==> config.mk <==
export PLATFORM = sky130hd
export DESIGN_NAME = servo_pulse_ramp_generator
export DESIGN_NICKNAME = d
export VERILOG_FILES = /design/src/hdl/spr_pkg.sv /design/src/hdl/servo_pulse_ramp_generator.sv /design/src/hdl/spr_mul.sv /design/src/hdl/spr_ramp.sv
export VERILOG_INCLUDE_DIRS = /design/src /design/src/hdl
export SDC_FILE = /design/constraint.sdc
export NUM_CORES = 2
export LEC_CHECK = 0
export BUFFER_PORTS_ARGS = -buffer_cell sky130_fd_sc_hd__buf_2
export CORE_MARGIN = 2
export CORE_UTILIZATION = 40
export CTS_CLUSTER_SIZE = 30
export DETAILED_ROUTE_END_ITERATION = 8
export PLACE_DENSITY = 0.57
export SLEW_MARGIN = 20
export SYNTH_ARGS = -nofsm -noshare
export SYNTH_HDL_FRONTEND = slang
export SYNTH_SLANG_ARGS = --single-unit
export TNS_END_PERCENT = 30
==> constraint.sdc <==
create_clock -name aclk -period 15.8 [get_ports aclk]
set_input_delay 0 -clock aclk [delete_from_list [all_inputs] [get_ports aclk]]
set_output_delay 0 -clock aclk [all_outputs]
set_load 0.05 [all_outputs]
==> src/hdl/servo_pulse_ramp_generator_macros.svh <==
// Assertion macros shared by the servo pulse ramp generator RTL.
// No dependencies; included by files that carry concurrent assertions.
`ifndef SERVO_PULSE_RAMP_GENERATOR_MACROS_SVH
`define SERVO_PULSE_RAMP_GENERATOR_MACROS_SVH

// Clocked assertion, quiet while reset is held low
`define SPR_ASSERT(label, clk, rstn, prop, msg) \
    label: assert property (@(posedge clk) disable iff (!rstn) prop) \
        else $error(msg);

// Clocked assertion that is also checked during reset
`define SPR_ASSERT_ALWAYS(label, clk, prop, msg) \
    label: assert property (@(posedge clk) prop) else $error(msg);

`endif

==> src/hdl/spr_pkg.sv <==
// Package for the servo pulse ramp generator: beat types, fixed-point
// constants, reciprocal constants and sequencer states. No dependencies.
`timescale 1ns / 1ps

package spr_pkg;

    // Fixed-point format of pulse widths (microseconds, Q12.8)
    localparam int FRAC_BITS = 8;
    localparam int PULSE_W   = 20;
    localparam int DUR_W     = 16;
    localparam int CHAN_W    = 2;
    localparam int CMP_W     = 13;
    localparam int TICK_W    = 12;
    localparam int RELOAD_W  = 16;
    localparam int STEP_W    = 16;
    localparam int GAPQ_W    = PULSE_W - 2;

    localparam logic [PULSE_W-1:0] PULSE_MIN  = PULSE_W'(500 << FRAC_BITS);
    localparam logic [PULSE_W-1:0] PULSE_STOP = PULSE_W'(1500 << FRAC_BITS);
    localparam logic [PULSE_W-1:0] PULSE_MAX  = PULSE_W'(2500 << FRAC_BITS);
    localparam logic [PULSE_W-1:0] SNAP_GAP   = PULSE_W'(5 << FRAC_BITS);

    localparam logic [RELOAD_W-1:0] RELOAD_RST = RELOAD_W'(19999);
    localparam logic [TICK_W-1:0]   TICK_MAX   = {TICK_W{1'b1}};

    // Move lasts while ticks*200 < travel_ms*11 (20 ms ticks, 10% margin)
    localparam int SCALE_W = 20;
    localparam logic [SCALE_W-1:0] TICK_SCALE = SCALE_W'(200);
    localparam logic [SCALE_W-1:0] DUR_SCALE  = SCALE_W'(11);

    // Shared multiplier operand and product widths
    localparam int MUL_W  = 24;
    localparam int PROD_W = 2 * MUL_W;

    // gap/20 = ((gap>>2) * ceil(2^21/5)) >> 21, exact for gap>>2 < 2^18
    localparam int RECIP5_SHIFT = 21;
    localparam logic [MUL_W-1:0] RECIP5 = MUL_W'(419431);

    // 20000 us << FRAC_BITS = 625 << (5 + FRAC_BITS)
    localparam int PERIOD_SHIFT = 5 + FRAC_BITS;
    localparam int QUOT_W       = 23;
    // x/625 = (x * ceil(2^32/625)) >> 32, exact for x < 2^23
    localparam int RECIP625_SHIFT = 32;
    localparam logic [MUL_W-1:0] RECIP625 = MUL_W'(6871948);

    // Action codes
    localparam logic ACT_START = 1'b0;
    localparam logic ACT_TICK  = 1'b1;

    typedef struct packed {
        logic               action;
        logic [PULSE_W-1:0] target_pulse;
        logic [DUR_W-1:0]   travel_ms;
        logic [CHAN_W-1:0]  channel;
    } in_item_t;

    typedef struct packed {
        logic [CMP_W-1:0]   compare_value;
        logic [PULSE_W-1:0] pulse_now;
        logic [CHAN_W-1:0]  out_channel;
        logic               moving;
        logic               finished;
    } out_item_t;

    typedef enum logic [2:0] {
        ST_IDLE,
        ST_EVAL,
        ST_UPD,
        ST_MUL1,
        ST_MUL2,
        ST_OUT
    } seq_state_t;

endpackage

==> src/hdl/servo_pulse_ramp_generator.sv <==
// Servo pulse ramp generator: sequencer, move state and output register.
// Depends on spr_pkg, spr_mul, spr_ramp and servo_pulse_ramp_generator_macros.svh.
//
// Usage:
//   Input channel s_valid/s_ready/s_data carries start beats (load target pulse,
//   travel time and channel, restart from 1500 us) and tick beats (one 20 ms
//   PWM period). Every input beat yields exactly one result beat on
//   m_valid/m_ready/m_data: compare count, pulse width, channel, moving and
//   finished flags. cfg_wr_en/cfg_wr_data write the timer reload value.
//   Flow: s_ready is high only while the sequencer is idle; a new beat is
//   taken only once the last one has left ST_OUT. A beat that updates the
//   ramp passes ST_EVAL, ST_UPD, ST_MUL1, ST_MUL2 and ST_OUT in that order,
//   a beat that gives the stop compare skips ST_UPD. The one shared
//   multiplier is used in turn: 5% step (gap times reciprocal of 20), pulse
//   times reload, then times the reciprocal of 625, each product registered.
//   The result is loaded into the output register as ST_OUT is left.
//   Stall: a finished result waits in the output register; the next input
//   beat is accepted meanwhile, and the sequencer holds before its output
//   step until the register is free.
//   Reset (aresetn low, synchronous): pulse and goal to 1500 us, idle, reload
//   19999, no result pending.
`timescale 1ns / 1ps
`include "servo_pulse_ramp_generator_macros.svh"

module servo_pulse_ramp_generator (
    input  logic                          aclk,
    input  logic                          aresetn,
    input  logic                          s_valid,
    output logic                          s_ready,
    input  spr_pkg::in_item_t             s_data,
    output logic                          m_valid,
    input  logic                          m_ready,
    output spr_pkg::out_item_t            m_data,
    input  logic                          cfg_wr_en,
    input  logic [spr_pkg::RELOAD_W-1:0]  cfg_wr_data
);

    spr_pkg::seq_state_t           state_reg, state_next;
    logic [spr_pkg::PULSE_W-1:0]   pulse_reg, pulse_next;
    logic [spr_pkg::PULSE_W-1:0]   goal_reg, goal_next;
    logic [spr_pkg::DUR_W-1:0]     dur_reg, dur_next;
    logic [spr_pkg::TICK_W-1:0]    tick_reg, tick_next;
    logic [spr_pkg::CHAN_W-1:0]    chan_reg, chan_next;
    logic                          active_reg, active_next;
    logic                          fin_reg, fin_next;
    logic [spr_pkg::RELOAD_W-1:0]  reload_reg;
    logic                          m_valid_reg, m_valid_next;
    spr_pkg::out_item_t            m_data_reg, m_data_next;

    logic                          mul_en;
    logic [spr_pkg::MUL_W-1:0]     mul_a, mul_b;
    logic [spr_pkg::PROD_W-1:0]    prod;
    logic [spr_pkg::GAPQ_W-1:0]    gap_quarter;
    logic [spr_pkg::PULSE_W-1:0]   ramp_pulse;
    logic [spr_pkg::SCALE_W-1:0]   tick_scaled, dur_scaled;
    logic                          move_ok;
    logic                          out_free;

    // Shared multiplier
    spr_mul u_mul (
        .aclk   (aclk),
        .mul_en (mul_en),
        .op_a   (mul_a),
        .op_b   (mul_b),
        .prod   (prod)
    );

    // Ramp step, fed with the registered 5% step
    spr_ramp u_ramp (
        .cur         (pulse_reg),
        .goal        (goal_reg),
        .step        (prod[spr_pkg::RECIP5_SHIFT +: spr_pkg::STEP_W]),
        .gap_quarter (gap_quarter),
        .pulse_next  (ramp_pulse)
    );

    // Move time check
    always_comb begin
        tick_scaled = spr_pkg::SCALE_W'(tick_reg) * spr_pkg::TICK_SCALE;
        dur_scaled  = spr_pkg::SCALE_W'(dur_reg) * spr_pkg::DUR_SCALE;
        move_ok     = tick_scaled < dur_scaled;
        out_free    = !m_valid_reg || m_ready;
    end

    // Sequencer: next state, state updates, multiplier operands
    always_comb begin
        state_next   = state_reg;
        pulse_next   = pulse_reg;
        goal_next    = goal_reg;
        dur_next     = dur_reg;
        tick_next    = tick_reg;
        chan_next    = chan_reg;
        active_next  = active_reg;
        fin_next     = fin_reg;
        m_valid_next = m_valid_reg && !m_ready;
        m_data_next  = m_data_reg;
        mul_en       = 1'b0;
        mul_a        = '0;
        mul_b        = '0;
        unique case (state_reg)
            spr_pkg::ST_IDLE: begin
                if (s_valid) begin
                    if (s_data.action == spr_pkg::ACT_START) begin
                        goal_next   = s_data.target_pulse;
                        dur_next    = s_data.travel_ms;
                        chan_next   = s_data.channel;
                        pulse_next  = spr_pkg::PULSE_STOP;
                        tick_next   = '0;
                        active_next = 1'b1;
                    end
                    state_next = spr_pkg::ST_EVAL;
                end
            end
            spr_pkg::ST_EVAL: begin
                fin_next = 1'b0;
                if (active_reg && move_ok) begin
                    mul_en     = 1'b1;
                    mul_a      = spr_pkg::MUL_W'(gap_quarter);
                    mul_b      = spr_pkg::RECIP5;
                    state_next = spr_pkg::ST_UPD;
                end else begin
                    if (active_reg) begin
                        active_next = 1'b0;
                        fin_next    = 1'b1;
                        pulse_next  = spr_pkg::PULSE_STOP;
                    end
                    state_next = spr_pkg::ST_MUL1;
                end
            end
            spr_pkg::ST_UPD: begin
                pulse_next = ramp_pulse;
                if (tick_reg < spr_pkg::TICK_MAX) begin
                    tick_next = tick_reg + 1'b1;
                end
                state_next = spr_pkg::ST_MUL1;
            end
            spr_pkg::ST_MUL1: begin
                mul_en     = 1'b1;
                mul_a      = spr_pkg::MUL_W'(pulse_reg);
                mul_b      = spr_pkg::MUL_W'(reload_reg);
                state_next = spr_pkg::ST_MUL2;
            end
            spr_pkg::ST_MUL2: begin
                mul_en     = 1'b1;
                mul_a      = spr_pkg::MUL_W'(prod[spr_pkg::PERIOD_SHIFT +: spr_pkg::QUOT_W]);
                mul_b      = spr_pkg::RECIP625;
                state_next = spr_pkg::ST_OUT;
            end
            spr_pkg::ST_OUT: begin
                if (out_free) begin
                    m_valid_next              = 1'b1;
                    m_data_next.compare_value =
                        prod[spr_pkg::RECIP625_SHIFT +: spr_pkg::CMP_W];
                    m_data_next.pulse_now     = pulse_reg;
                    m_data_next.out_channel   = chan_reg;
                    m_data_next.moving        = active_reg;
                    m_data_next.finished      = fin_reg;
                    state_next                = spr_pkg::ST_IDLE;
                end
            end
            default: begin
                state_next = spr_pkg::ST_IDLE;
            end
        endcase
    end

    // State register
    always_ff @(posedge aclk) begin
        if (!aresetn) begin
            state_reg <= spr_pkg::ST_IDLE;
        end else begin
            state_reg <= state_next;
        end
    end

    // Move state, reload register and output valid
    always_ff @(posedge aclk) begin
        if (!aresetn) begin
            pulse_reg   <= spr_pkg::PULSE_STOP;
            goal_reg    <= spr_pkg::PULSE_STOP;
            dur_reg     <= '0;
            tick_reg    <= '0;
            chan_reg    <= '0;
            active_reg  <= 1'b0;
            fin_reg     <= 1'b0;
            reload_reg  <= spr_pkg::RELOAD_RST;
            m_valid_reg <= 1'b0;
        end else begin
            pulse_reg   <= pulse_next;
            goal_reg    <= goal_next;
            dur_reg     <= dur_next;
            tick_reg    <= tick_next;
            chan_reg    <= chan_next;
            active_reg  <= active_next;
            fin_reg     <= fin_next;
            m_valid_reg <= m_valid_next;
            if (cfg_wr_en) begin
                reload_reg <= cfg_wr_data;
            end
        end
    end

    // Output payload register
    always_ff @(posedge aclk) begin
        m_data_reg <= m_data_next;
    end

    assign s_ready = (state_reg == spr_pkg::ST_IDLE);
    assign m_valid = m_valid_reg;
    assign m_data  = m_data_reg;

    // One beat at a time: no second acceptance right after the first
    `SPR_ASSERT(a_one_at_a_time, aclk, aresetn, s_valid && s_ready |=> !s_ready, "input accepted twice in a row")
    // The ramped pulse never leaves the servo range
    `SPR_ASSERT(a_pulse_range, aclk, aresetn, (pulse_reg >= spr_pkg::PULSE_MIN) && (pulse_reg <= spr_pkg::PULSE_MAX), "pulse out of range")
    // A finishing beat reports the stop pulse and no motion
    `SPR_ASSERT(a_finish_stop, aclk, aresetn, m_valid && m_data.finished |-> !m_data.moving && (m_data.pulse_now == spr_pkg::PULSE_STOP), "finish beat not at stop")
    // Reset drops any pending result
    `SPR_ASSERT_ALWAYS(a_reset_clears, aclk, !aresetn |=> !m_valid, "result pending after reset")

endmodule

==> src/hdl/spr_mul.sv <==
// Shared multiplier of the ramp generator, product registered.
// Depends on spr_pkg for operand and product widths.
`timescale 1ns / 1ps

module spr_mul (
    input  logic                       aclk,
    input  logic                       mul_en,
    input  logic [spr_pkg::MUL_W-1:0]  op_a,
    input  logic [spr_pkg::MUL_W-1:0]  op_b,
    output logic [spr_pkg::PROD_W-1:0] prod
);

    logic [spr_pkg::PROD_W-1:0] prod_reg;

    // One multiply per enabled cycle
    always_ff @(posedge aclk) begin
        if (mul_en) begin
            prod_reg <= spr_pkg::PROD_W'(op_a) * spr_pkg::PROD_W'(op_b);
        end
    end

    assign prod = prod_reg;

endmodule

==> src/hdl/spr_ramp.sv <==
// Ramp step logic: gap toward the goal, 5% move or snap, clamp to range.
// Depends on spr_pkg for pulse constants and widths.
`timescale 1ns / 1ps

module spr_ramp (
    input  logic [spr_pkg::PULSE_W-1:0] cur,
    input  logic [spr_pkg::PULSE_W-1:0] goal,
    input  logic [spr_pkg::STEP_W-1:0]  step,
    output logic [spr_pkg::GAPQ_W-1:0]  gap_quarter,
    output logic [spr_pkg::PULSE_W-1:0] pulse_next
);

    logic                        below;
    logic [spr_pkg::PULSE_W-1:0] gap;
    logic [spr_pkg::PULSE_W:0]   up_sum;
    logic [spr_pkg::PULSE_W-1:0] dn_diff;
    logic [spr_pkg::PULSE_W-1:0] moved;

    // Magnitude of the distance to the goal
    always_comb begin
        below       = cur < goal;
        gap         = below ? (goal - cur) : (cur - goal);
        gap_quarter = gap[spr_pkg::PULSE_W-1:2];
    end

    // Step toward the goal without overshoot, snap when close, then clamp
    always_comb begin
        up_sum  = (spr_pkg::PULSE_W + 1)'(cur) + (spr_pkg::PULSE_W + 1)'(step);
        dn_diff = cur - spr_pkg::PULSE_W'(step);
        if (gap <= spr_pkg::SNAP_GAP) begin
            moved = goal;
        end else if (below) begin
            moved = (up_sum > (spr_pkg::PULSE_W + 1)'(goal)) ? goal
                                                              : up_sum[spr_pkg::PULSE_W-1:0];
        end else begin
            moved = (dn_diff < goal) ? goal : dn_diff;
        end
        if (moved < spr_pkg::PULSE_MIN) begin
            pulse_next = spr_pkg::PULSE_MIN;
        end else if (moved > spr_pkg::PULSE_MAX) begin
            pulse_next = spr_pkg::PULSE_MAX;
        end else begin
            pulse_next = moved;
        end
    end

endmodule
==> results.toml <==
[detailed_routing]
detailedRoute.firstIterationViolations = 1569
route.antenna.remaining_nets = 0
vias = 23800
routed_wire_length_per_instance_um = 19.3
dr.pass1.iters = 7
drcViolationCount = 0
totalWireLength_um = 87800
detail_routed_via_count_per_cell = 5.25

[die]
core_mm2 = 0.0742
initial_core_util = 0.402
core.rowCount = 100
io_count = 99
fp.dieH_um = 277
die_x_um = 277
die-area_mm2 = 0.0768

[synthesis]
synth-main-ff-cell = "sky130_fd_sc_hd__dfxtp_1"
yosysUniqueCellTypes = 95
syn_area_mm2 = 0.0298
edff_count_synth = 69
synthCells = 3455
synthesis.yosys.warnings = 0
synthesis.area_per_instance_um2 = 8.64
synth-async-reset-ratio = 0
yosys_register_bits = 161
share_of_synthesized_area_occupied_by_flip_flops_and_latches = 0.131

[placed_design]
placed_cell_area_mm2 = 0.0313
preCtsSetupSlack_ns = 1.67
finalWeightedCongestion = 0.937
buffer_ports.inserted = 98
hpwl_um = 72700

[power_and_ir_drop]
total_leakage_power_nw = 16.1
powerDensity_mw_per_mm2 = 182
irDropWorstVdd_v = 0.000206
cellInternalPower_w = 0.00242
power.share.sequential = 0.121
switching_share = 0.592
pwr-share-comb = 0.800
power.net_switching_w = 0.00351
pwr-share-clk = 0.080

[layout]
num-nets-final = 4438
antenna_cells = 0
mostFrequentLayoutCell = "sky130_fd_sc_hd__inv_1"
areaGrowthSynthToFinish_pct = 8.96
num-fill-cells = 7500
final_core_util = 0.438
final_cell_mix = "729 x sky130_fd_sc_hd__inv_1, 412 x sky130_fd_sc_hd__fa_1, 411 x sky130_fd_sc_hd__ha_1"
max_reg_flops = 37
final_layout_size_suffix_gt1_frac = 0.0583
postLayoutCellArea_mm2 = 0.0325

[clock_tree]
cts_tree = "built"
cts.sinks = 161
postCtsSetupRepairBufs = 0
post_cts_resized = 0
cts_root_buffer = "sky130_fd_sc_hd__clkbuf_16"
cts-buffers-inserted = 17
clk_transition_reported_paths_ns = 0.09
h-tree-depth = 4
cts.path.max_buffers = 2
clock_latency_ns = 0.50

[critical_path]
timing_worst_setup_path_type = "reg -> reg"
timing.rr.end = "u_mul.prod[40]"
critical_path.top_delay_family = "compound AO/OA/AOI/OAI gates"
timing.critical_path.from_type = "flop"
reg2reg_depth = 48
cp.arrival_ns = 14.43
crit_path_max_fanout = 16
worst_path_max_delay_cell = "sky130_fd_sc_hd__a21oi_1"
critPathMaxStageDelay_ns = 0.96
setup.reg_to_reg.worst_slack_ns = 1.63
crit_buf_inv = 5
cp_data_required_time_ns = 16.06
endpoint_kind = "flop"
r2r-start = "dur_reg[1]"

[worst_hold_path]
timing.hold.worst.class = "in -> reg"
holdPathEnd = "reload_reg[4]"
min_path_cells = 3
holdCritStartpoint = "cfg_wr_en"

[timing]
rsz0062_at_grt = "no"
fin_crit_ns = 14.17
hold_slack_ns = 0.0924
final-setup-viol-count = 0
worstMarginPinSlew_ns = 1.13
fin_setup_tns_ns = 0
fin_skew_ns = 0.0214
timing.final.hold_violations = 0
fin_crit_sh = 0.897
worst_slack_ns = 1.63
drv_slew = 0
timing.slew.headroom = 0.247
fmax_mhz = 70.6

[global_route]
global_route_wire_length_before_repair_um = 140000
global_route.overflow_total = 0
grt_start_max_net_pins = 69
antenna_found_initial = 1
gr-usage-all-layers = 0.235
grt_pass1_vias = 24600

[job]
max_cap_viol_count = 0

[status]
run_status = "finished clean"
==> worst min-delay path, stage by stage <==
cell and delay (ns):
sky130_fd_sc_hd__buf_2 0.29, sky130_fd_sc_hd__mux2i_1 0.19, sky130_fd_sc_hd__nand2_1 0.06
==> metrics by stage <==
step | instances | total power, W
after detailed placement | 4450 | 0.00532
after global routing | 4537 | 0.00640
after global placement | 4450 | 0.00536
final | 4537 | 0.00593
after floorplan | 3484 | 0.00393
after CTS | 4537 | 0.00585
==> logic make-up (layout without fill, tap and decap cells) <==
group,Yosys count,count (layout),synth area share
DFF,161,161,0.131
AOI/OAI and AO/OA,592,592,0.137
buffers and inverters,849,933,0.109
adders and majority gates,823,823,0.449
and+or+nand+nor,899,899,0.134
xor gates and xnor gates,110,110,0.0323
other,2,31,0.000252
muxes,19,19,0.00646
==> power groups by stage <==
stage               registers [W]  logic [W]  clock network [W]
floorplan                0.000628    0.00331                  0
detailed placement       0.000723    0.00459                  0
global route             0.000724    0.00518           0.000494
CTS                      0.000714    0.00465           0.000486
finish                   0.000716    0.00474           0.000472
global placement         0.000723    0.00463                  0
==> how the worst max path moves through the flow <==
| stage | startpoint | end | slack (ns) | cells after the start |
|---|---|---|---|---|
| finish | dur_reg[1] | u_mul.prod[40] | 1.63 | 48 |
| global route | dur_reg[1] | u_mul.prod[43] | 0.65 | 48 |
| CTS | dur_reg[1] | u_mul.prod[44] | 1.60 | 48 |
| detailed placement | dur_reg[1] | u_mul.prod[40] | 1.67 | 48 |
| global placement | dur_reg[1] | u_mul.prod[43] | 1.69 | 45 |
| floorplan | tick_reg[2] | u_mul.prod[40] | 3.73 | 52 |
==> repair_timing <==
item,4_1_cts,5_1_grt
hold buffers,55,0
hold endpoints to repair,57,0
endpoints found under the setup margin,0,0
==> cell usage after synthesis, types with 6 or more instances <==
cell type                     n  share of area
sky130_fd_sc_hd__o211ai_1    26         0.0065
sky130_fd_sc_hd__nor3_1      45         0.0075
sky130_fd_sc_hd__ha_1       411           0.17
sky130_fd_sc_hd__a21o_1      47          0.012
sky130_fd_sc_hd__nand3_1     31         0.0052
sky130_fd_sc_hd__o21bai_1    22         0.0055
sky130_fd_sc_hd__xor2_1      27         0.0079
sky130_fd_sc_hd__fa_1       412           0.28
sky130_fd_sc_hd__o21ai_0     90          0.015
sky130_fd_sc_hd__xnor2_1     83          0.024
sky130_fd_sc_hd__o31ai_1      7         0.0018
sky130_fd_sc_hd__and2_1      23         0.0048
sky130_fd_sc_hd__buf_1        8         0.0010
sky130_fd_sc_hd__inv_1      729          0.092
sky130_fd_sc_hd__a21boi_0    41          0.010
sky130_fd_sc_hd__nand2_1    397          0.050
sky130_fd_sc_hd__and3_1      17         0.0036
sky130_fd_sc_hd__nand4_1     20         0.0042
sky130_fd_sc_hd__and4_1       6         0.0018
sky130_fd_sc_hd__a211oi_1    33         0.0083
sky130_fd_sc_hd__nor4_1       9         0.0019
sky130_fd_sc_hd__o31a_1       6         0.0018
sky130_fd_sc_hd__a2111oi_0    8         0.0023
sky130_fd_sc_hd__o22ai_1      6         0.0013
sky130_fd_sc_hd__a211o_1     11         0.0032
sky130_fd_sc_hd__a22oi_1      7         0.0018
sky130_fd_sc_hd__clkbuf_1    87          0.011
sky130_fd_sc_hd__mux2i_1     17         0.0057
sky130_fd_sc_hd__a31oi_1     17         0.0036
sky130_fd_sc_hd__edfxtp_1    69          0.069
sky130_fd_sc_hd__a21oi_1    154          0.026
sky130_fd_sc_hd__buf_6        6         0.0023
sky130_fd_sc_hd__dfxtp_1     92          0.062
sky130_fd_sc_hd__o21a_1      25         0.0063
sky130_fd_sc_hd__nor2_1     242          0.030
sky130_fd_sc_hd__o32ai_2      8         0.0044
sky130_fd_sc_hd__or3_1       13         0.0027
sky130_fd_sc_hd__o32ai_1      6         0.0018
sky130_fd_sc_hd__nor2b_1     35         0.0073
sky130_fd_sc_hd__or2_2       11         0.0023
sky130_fd_sc_hd__nand2b_1    29         0.0061
sky130_fd_sc_hd__buf_2       17         0.0029
==> area by class of cell <==
type	count	area (µm²)	area share
Clock buffer	21	493	0.0152
Clock inverter	11	128	0.00393
Inverter	729	2740	0.0842
Multi-Input combinational cell	2474	22800	0.703
Sequential cell	161	3910	0.120
Tap cell	969	1210	0.0373
Timing Repair Buffer	172	1180	0.0364
==> routing by layer <==
| metal | vias up | wire (µm) | global-route usage |
|---|---|---|---|
| li1 | 11300 | - | - |
| met1 | 11700 | 39600 | 0.318 |
| met3 | 139 | 4480 | 0.0310 |
| met2 | 628 | 41000 | 0.387 |
| met5 | - | 0 | 0 |
| met4 | 0 | 2730 | 0.0775 |
No activity file was read; power rests on OpenSTA's default activity.
